===== config.mk =====
export PLATFORM = sky130hd
export DESIGN_NAME = newton_cotes_quadrature_accumulator
export DESIGN_NICKNAME = d
export VERILOG_FILES = /design/src/nca_pkg.sv /design/src/newton_cotes_quadrature_accumulator.sv
export SDC_FILE = /design/constraint.sdc
export NUM_CORES = 2
export LEC_CHECK = 0
export BUFFER_PORTS_ARGS = -buffer_cell sky130_fd_sc_hd__buf_2
export CORE_MARGIN = 2
export CORE_UTILIZATION = 65
export DETAILED_ROUTE_END_ITERATION = 10
export GPL_TIMING_DRIVEN = 0
export PLACE_DENSITY_LB_ADDON = 0.2
export SETUP_SLACK_MARGIN = 0.05
export SYNTH_ARGS = -nofsm -noshare
export SYNTH_HDL_FRONTEND = slang
export SYNTH_SLANG_ARGS = --single-unit

===== constraint.sdc =====
create_clock -name clk -period 7.83 [get_ports clk]
set_clock_uncertainty 0.1 [all_clocks]
set_input_delay 0.783 -clock clk [delete_from_list [all_inputs] [get_ports clk]]
set_output_delay 0.783 -clock clk [all_outputs]
set_load 0.005 [all_outputs]

===== src/nca_pkg.sv =====
// Shared types, sizes and weight tables for the Newton-Cotes quadrature accumulator.
// Used by newton_cotes_quadrature_accumulator; depends on nothing else.
`default_nettype none
package nca_pkg;

	localparam int unsigned MAX_POINTS = 4096;
	localparam int unsigned CNT_W      = 13;
	localparam int unsigned POS_W      = $clog2(MAX_POINTS);
	localparam int unsigned SAMPLE_W   = 32;
	localparam int unsigned WEIGHT_W   = 17;
	localparam int unsigned PROD_W     = SAMPLE_W + WEIGHT_W + 1;
	localparam int unsigned ACC_W      = 62;
	localparam int unsigned OUT_W      = 48;
	localparam int unsigned FRAC_DROP  = 16;
	localparam int unsigned ADDR_W     = 3;
	localparam int unsigned DATA_W     = 32;

	localparam logic [ADDR_W-1:0] REG_POINT_COUNT = 3'd0;
	localparam logic [CNT_W-1:0]  COUNT_RESET     = 13'd7;
	localparam logic [CNT_W-1:0]  COUNT_MIN       = 13'd2;
	localparam logic [CNT_W-1:0]  COUNT_MAX       = CNT_W'(MAX_POINTS);

	typedef logic [WEIGHT_W-1:0] weight_t;

	// The weight for run length n and clamped end distance k (0..3, 3 means inner).
	function automatic weight_t weight_for(input logic [CNT_W-1:0] n, input logic [1:0] k);
		weight_t w;
		w = 17'd65536;
		case (n)
			13'd2: w = 17'd32768;
			13'd3: w = (k == 2'd0) ? 17'd21845 : 17'd87381;
			13'd4: w = (k == 2'd0) ? 17'd24576 : 17'd73728;
			13'd5: begin
				case (k)
					2'd0:    w = 17'd20389;
					2'd1:    w = 17'd93207;
					default: w = 17'd34953;
				endcase
			end
			13'd6: begin
				case (k)
					2'd0:    w = 17'd21618;
					2'd1:    w = 17'd85333;
					default: w = 17'd56889;
				endcase
			end
			default: begin
				case (k)
					2'd0:    w = 17'd24576;
					2'd1:    w = 17'd76459;
					2'd2:    w = 17'd62805;
					default: w = 17'd65536;
				endcase
			end
		endcase
		return w;
	endfunction

endpackage
`default_nettype wire


===== src/newton_cotes_quadrature_accumulator.sv =====
// Top level of the Newton-Cotes quadrature accumulator: weight lookup, multiply and accumulate.
// Depends on nca_pkg for sizes, register addresses and the weight tables.
//
//   channel    | handshake                       | payload
//   -----------+---------------------------------+---------------------------
//   sample     | sample_valid / sample_ready     | sample   (32b signed)
//   integral   | integral_valid / integral_ready | integral (48b signed)
//   config     | psel, penable, pwrite, pready   | paddr, pwdata, prdata
//
// One item is accepted per cycle while the pipeline is not stalled. Each item passes a
// weight-select stage, a multiply stage and an accumulate stage; the sum of a run is offered
// when its last item leaves the accumulate stage. Reset sets the count to seven and clears the
// position, the accumulator and all valid flags. The pipeline stalls only when the final item
// of a run reaches the accumulator while an earlier sum still waits on the output.
`default_nettype none
module newton_cotes_quadrature_accumulator (
	input  wire logic                            clk,
	input  wire logic                            arst_n,
	input  wire logic                            psel,
	input  wire logic                            penable,
	input  wire logic                            pwrite,
	input  wire logic [nca_pkg::ADDR_W-1:0]      paddr,
	input  wire logic [nca_pkg::DATA_W-1:0]      pwdata,
	output logic      [nca_pkg::DATA_W-1:0]      prdata,
	output logic                                 pready,
	input  wire logic                            sample_valid,
	output logic                                 sample_ready,
	input  wire logic signed [nca_pkg::SAMPLE_W-1:0] sample,
	output logic                                 integral_valid,
	input  wire logic                            integral_ready,
	output logic signed [nca_pkg::OUT_W-1:0]     integral
);
	import nca_pkg::*;

	logic [CNT_W-1:0]        point_count_q;
	logic [POS_W-1:0]        position_q;
	logic signed [ACC_W-1:0] acc_q;

	logic                       v_s1, last_s1;
	logic signed [SAMPLE_W-1:0] sample_s1;
	weight_t                    weight_s1;
	logic                       v_s2, last_s2;
	logic signed [PROD_W-1:0]   prod_s2;
	logic                       out_valid_q;
	logic signed [OUT_W-1:0]    integral_q;

	logic [CNT_W-1:0]        n_eff;
	logic [POS_W-1:0]        n_m1;
	logic [POS_W-1:0]        end_dist;
	logic [POS_W-1:0]        k_full;
	logic [1:0]              k_sel;
	logic                    last_in;
	logic                    advance;
	logic                    accept;
	logic                    cfg_wr;
	logic signed [ACC_W-1:0] acc_sum;

	assign pready = 1'b1;
	assign cfg_wr = psel && penable && pwrite && (paddr[ADDR_W-1:2] == REG_POINT_COUNT[ADDR_W-1:2]);
	assign prdata = (paddr[ADDR_W-1:2] == REG_POINT_COUNT[ADDR_W-1:2]) ?
		{{(DATA_W-CNT_W){1'b0}}, point_count_q} : '0;

	assign advance      = !(v_s2 && last_s2 && out_valid_q && !integral_ready);
	assign sample_ready = advance;
	assign accept       = sample_valid && advance;

	always_comb begin
		if (point_count_q < COUNT_MIN) begin
			n_eff = COUNT_MIN;
		end else if (point_count_q > COUNT_MAX) begin
			n_eff = COUNT_MAX;
		end else begin
			n_eff = point_count_q;
		end
		n_m1     = POS_W'(n_eff - 1'b1);
		last_in  = (position_q >= n_m1);
		end_dist = last_in ? '0 : (n_m1 - position_q);
		k_full   = (position_q < end_dist) ? position_q : end_dist;
		k_sel    = (k_full > POS_W'(3)) ? 2'd3 : k_full[1:0];
	end

	assign acc_sum = acc_q + ACC_W'(prod_s2);

	always_ff @(posedge clk or negedge arst_n) begin
		if (!arst_n) begin
			point_count_q <= COUNT_RESET;
		end else if (cfg_wr) begin
			point_count_q <= pwdata[CNT_W-1:0];
		end
	end

	always_ff @(posedge clk or negedge arst_n) begin
		if (!arst_n) begin
			position_q  <= '0;
			acc_q       <= '0;
			v_s1        <= 1'b0;
			v_s2        <= 1'b0;
			out_valid_q <= 1'b0;
		end else begin
			if (advance && v_s2 && last_s2) begin
				out_valid_q <= 1'b1;
			end else if (integral_valid && integral_ready) begin
				out_valid_q <= 1'b0;
			end
			if (advance) begin
				if (accept) begin
					position_q <= last_in ? '0 : position_q + 1'b1;
				end
				v_s1 <= accept;
				v_s2 <= v_s1;
				if (v_s2) begin
					acc_q <= last_s2 ? '0 : acc_sum;
				end
			end
		end
	end

	always_ff @(posedge clk) begin
		if (advance) begin
			if (accept) begin
				sample_s1 <= sample;
				weight_s1 <= weight_for(n_eff, k_sel);
				last_s1   <= last_in;
			end
			prod_s2 <= sample_s1 * $signed({1'b0, weight_s1});
			last_s2 <= last_s1;
			if (v_s2 && last_s2) begin
				integral_q <= OUT_W'(acc_sum >>> FRAC_DROP);
			end
		end
	end

	assign integral_valid = out_valid_q;
	assign integral       = integral_q;

endmodule
`default_nettype wire

-- Word-level counts from Yosys, hierarchy flattened
Cells that the tools add are included.
- bits in registers: 237
- input bits: 74
- add/subtract/negate cells: 4
- $mul: 1
- order comparisons: 5
- equal/unequal tests: 7
- mux-type cells: 16
- bitwise operators: 2
- reduce and logical (&&, ||, !) cells: 17
- operators by type and width (operator ; number):
    $pmux 17 s5 ; 1
    $pmux 17 s2 ; 2
    $add 62x50->62 ; 1
    $mux 62 ; 1
    $pmux 17 s3 ; 1
    $mul 32x18->50 ; 1
    $eq 13x3->1 const B ; 3
    $mux 13 ; 3
    $mux 12 ; 3
    $mux 17 ; 2
    $eq 13x2->1 const B ; 2
    $gt 13x13->1 const B ; 1
    $lt 13x2->1 const B ; 1
    $add 12x1->12 const B ; 1
    $ge 12x12->1 ; 1
    $gt 12x2->1 const B ; 1
    $lt 12x12->1 ; 1
    $sub 12x1->12 const B ; 1
    $sub 12x12->12 ; 1
    $logic_and 1x1->1 ; 10
    $reduce_and 2->1 ; 3
    $eq 2x1->1 const B ; 1
    $eq 2x2->1 const B ; 1
    $logic_not 1->1 ; 2
    5 further kinds ; 7

-- Depth between registers and ports, before layout
- depth after elaboration: 13
- mapped depth: 34
- gate-level depth less buffers: 32

-- Least setup slack after synthesis
Ideal clock, no wire load.
- path type: reg-to-reg
- start: reg sample_s1[13]
- end: reg prod_s2[45], data pin
- library setup time: 266 ps
- data arrival time: 6125 ps
- data required time: 7464 ps
- setup slack: 1339 ps
- stages on the path, launching flop included: 24
- buffers on the path: 1
- clock period less this slack: 6491 ps
- cells stage by stage: edfxtp_1 clkbuf_1 nand2_1 fa_1 inv_1 fa_1 inv_1 fa_1 inv_1 fa_1 inv_1 fa_1 inv_1 fa_1 ha_1 or2_2 a31oi_1 a211oi_1 o21ai_1 a211oi_2 a31o_2 a2111oi_0 nor3_1 xor2_1
- longest elaborated chain between the ends: 1
- RTL lines (what ; RTL line ; source):
    start: declaration ; newton_cotes_quadrature_accumulator.sv:40 ; logic signed [SAMPLE_W-1:0] sample_s1;
    start signal: assignment ; newton_cotes_quadrature_accumulator.sv:121 ; sample_s1 <= sample;
    $mul 32x18->50 ; newton_cotes_quadrature_accumulator.sv:125 ; prod_s2 <= sample_s1 * $signed({1'b0, weight_s1});
    end signal: assignment ; newton_cotes_quadrature_accumulator.sv:125 ;
    end: declaration ; newton_cotes_quadrature_accumulator.sv:43 ; logic signed [PROD_W-1:0] prod_s2;
No other way between the ends.
A chain may end at the register's enable or synchronous reset.

-- Final worst setup path
- start: reg weight_s1[5]
- end: reg prod_s2[45], data pin
- longest elaborated chain between the ends: 1
- RTL lines (what ; RTL line ; source):
    start: declaration ; newton_cotes_quadrature_accumulator.sv:41 ; weight_t weight_s1;
    start signal: assignment ; newton_cotes_quadrature_accumulator.sv:122 ; weight_s1 <= weight_for(n_eff, k_sel);
    $mul 32x18->50 ; newton_cotes_quadrature_accumulator.sv:125 ;
No other way between the ends.

==> results_dict.tcl <==
set metrics [dict create \
    status "complete, no violations" \
    drtPass1Iterations 7 \
    clkSlewWorstSetupHoldPaths_ns 0.07 \
    crit_family "adder cells" \
    worst-path-buf-inv 5 \
    yosysTopAreaCell "fa_1" \
    hold_viol 0 \
    endpoint_kind "register" \
    die_width_um 225.4 \
    crit_path_start_kind "register" \
    area_growth_pct 8.375 \
    cts.sinks 237 \
    syn-instance-count 3318 \
    final_common_cell "inv_1" \
    slowest_stage "edfxtp_1" \
    gr-usage-all-layers_pct 34.64 \
    max_freq_mhz 133.0 \
    viasPerCell 5.859 \
    ctsHoldBuffers 0 \
    drive_gt1_share_pct 8.711 \
    crit_chain "clkbuf_2, and2_1, fa_1, inv_1, fa_1, inv_1, ha_1, fa_1, inv_1, fa_1, fa_1, inv_1, ha_1, a2111o_1, o211ai_1, a211oi_2, o21ai_2, a211oi_4, a31o_2, a2111oi_0, nor3_1, xor2_1" \
    nFillCells 3718 \
    syn_area_um2 31860 \
    hold_slack_ns 0.04639 \
    cpPeakStageDelay_ns 0.55 \
    final_nets 4297 \
    drv_cap 0 \
    max-slew-margin-rel_pct 38.80 \
    syn_avg_cell_area_um2 9.603 \
    final_cell_mix "inv_1 (594), fa_1 (523), nand2_1 (444), and2_1 (224), ha_1 (208)" \
    drc 0 \
    die-area_um2 50810 \
    vias 24228 \
    clock_path_buffers 3 \
    cts_tree "built" \
    seq_area_frac_synth_pct 20.93 \
    synth-edff-count 147 \
    cts_max_level 1 \
    timing.final.crit_share_pct 96.05 \
    wl_per_cell_um 20.43 \
    grt_pass1_vias 25239 \
    cp_data_required_time_ns 8.10 \
    die_y_um 225.4 \
    async_flop_share_pct 37.97 \
    wl_um 84480 \
    numCtsBuffers 27 \
    yosysWarnings 0 \
    post-dp-hpwl_um 69800 \
    critPathKind "register to register" \
    clkLatencyLatePin_ns 0.59 \
    antenna_found_initial 1 \
    synth_cell_type_count 77 \
    core_area_um2 48650 \
    finalSetupViolations 0 \
    cts_root_buf "clkbuf_16" \
    crit_fanout 10 \
    ys_ff_latch 237 \
    grt_max_degree 64 \
    hold_path.class "primary input to asynchronous set/reset pin" \
    synth_top_flop_cell "edfxtp_1" \
    grt-ovfl-total 0 \
    rsz0062_at_grt "yes" \
    boundaryPins 157 \
    drt_iter0_markers 1746 \
    gp_congestion 0.9943 \
    antenna_left 0 \
    drv_slew 0 \
    tns_ns 0 \
    rows 81 \
    crit_arrival_ns 7.79 \
    start_util_pct 65.50 \
    synth.area.top_cells "fa_1 (33%), edfxtp_1 (14%), ha_1 (8.2%)" \
    period_needed_ns 7.521 \
    num_antenna_cells 0 \
    worst_pin_slew_ns 0.9125 \
    synth_top_area_share_pct 32.86 \
    cpMostUsedCell "fa_1" \
    io_buffers 115 \
    grt_pass1_wl_um 135800 \
]
cells in the mapped netlist, types with 6 or more instances:
library cell / n
and3_1: 21
nor2_1: 94
nand4_1: 28
o31ai_1: 12
o21bai_1: 21
fa_1: 523
dfrtp_1: 87
nor2b_1: 25
a31oi_1: 19
nand2b_1: 21
a22o_1: 40
nand2_1: 444
buf_4: 22
xor2_1: 39
o21a_1: 20
nand3_1: 28
a21oi_1: 128
o21ai_0: 95
edfxtp_1: 147
nor3_1: 22
or2_2: 8
nor4_1: 8
a21o_1: 78
mux2_2: 14
xnor2_1: 71
a31o_2: 7
inv_1: 595
and2_1: 224
ha_1: 208
a211oi_1: 14
or3_1: 7
and4_1: 6
o211ai_1: 15
clkbuf_1: 130
stage by stage:
step	instances	util, %	area, µm²	setup slack [ns]
after floorplan	3336	-	31930	1.339
after global routing	4135	70.99	34530	0.003404
after CTS	4126	70.63	34360	0.06929
after detailed placement	4076	68.61	33380	-0.1421
final	4135	70.99	34530	0.3094
after global placement	4073	68.42	33290	-0.03806
metal layers:
metal  global-route usage (%)  vias to the layer above  wire [µm]
li1                         -                    10907          -
met1                    46.23                    12042      34060
met2                    56.96                     1068      39390
met3                    6.754                      209       7418
met4                    12.16                        2       3599
met5                        0                        -         13
worst register-to-register path: cells and delay by family (launching register included):
family | cells | cell delay [ns]
DFF | 1 | 0.55
buffers and inverters | 5 | 0.61
AOI/OAI and AO/OA | 7 | 2.24
adders and majority gates | 7 | 3.07
xor gates and xnor gates | 1 | 0.33
and+or+nand+nor | 2 | 0.39
flip-flops by register name, summed over array words and instances, names as in the netlist:
signal	flops
point_count_q	13
v_s1	1
position_q	12
weight_s1	17
v_s2	1
prod_s2	50
integral_valid	1
last_s2	1
sample_s1	32
last_s1	1
integral	46
acc_q	62
cell type report:
| type | instances | area (µm²) | share of cell area, % |
|---|---|---|---|
| inverter | 596 | 2250 | 6.515 |
| sequential | 237 | 6670 | 19.32 |
| clock buffer | 38 | 747.0 | 2.163 |
| multi-input combinational | 2348 | 22420 | 64.93 |
| tap | 622 | 778.2 | 2.254 |
| clock inverter | 12 | 187.7 | 0.5435 |
| timing repair buffer | 127 | 725.7 | 2.101 |
| buffer | 155 | 753.2 | 2.181 |
repair_timing:
item                                    in CTS  in global routing
pin swaps                                    0                  2
endpoints found under the setup margin       9                 24
buffers inserted                             0                  9
gates resized for setup                     29                 80
kinds of logic (layout without fill, tap and decap cells):
family                     after synthesis  after routing  share of synthesized area [%]
muxes                                   19             19                         0.6518
other                                    2             20                        0.02357
DFF                                    237            237                          20.93
and+or+nand+nor                        951            951                          14.39
AOI/OAI and AO/OA                      517            517                          10.77
xor gates and xnor gates               110            110                          3.024
buffers and inverters                  751            928                          9.177
adders and majority gates              731            731                          41.03
final timing paths:
path	from	endpoint	slack [ns]	depth (start not counted)
setup / recovery	weight_s1[5]$_DFFE_PP_	prod_s2[45]$_DFFE_PN_	0.31	22
hold / removal	arst_n	v_s1$_DFFE_PN0N_	0.05	1
setup reg to reg	weight_s1[5]$_DFFE_PP_	prod_s2[45]$_DFFE_PN_	0.31	22
hold reg to reg	acc_q[0]$_DFFE_PN0P_	acc_q[0]$_DFFE_PN0P_	0.38	2
max in group asynchronous	arst_n	acc_q[40]$_DFFE_PN0P_	6.82	2
min in group clk	sample[22]	sample_s1[22]$_DFFE_PP_	0.26	1
Power is not shown: default switching activity piles up to over one toggle a cycle in this logic, so the estimate is an artifact.
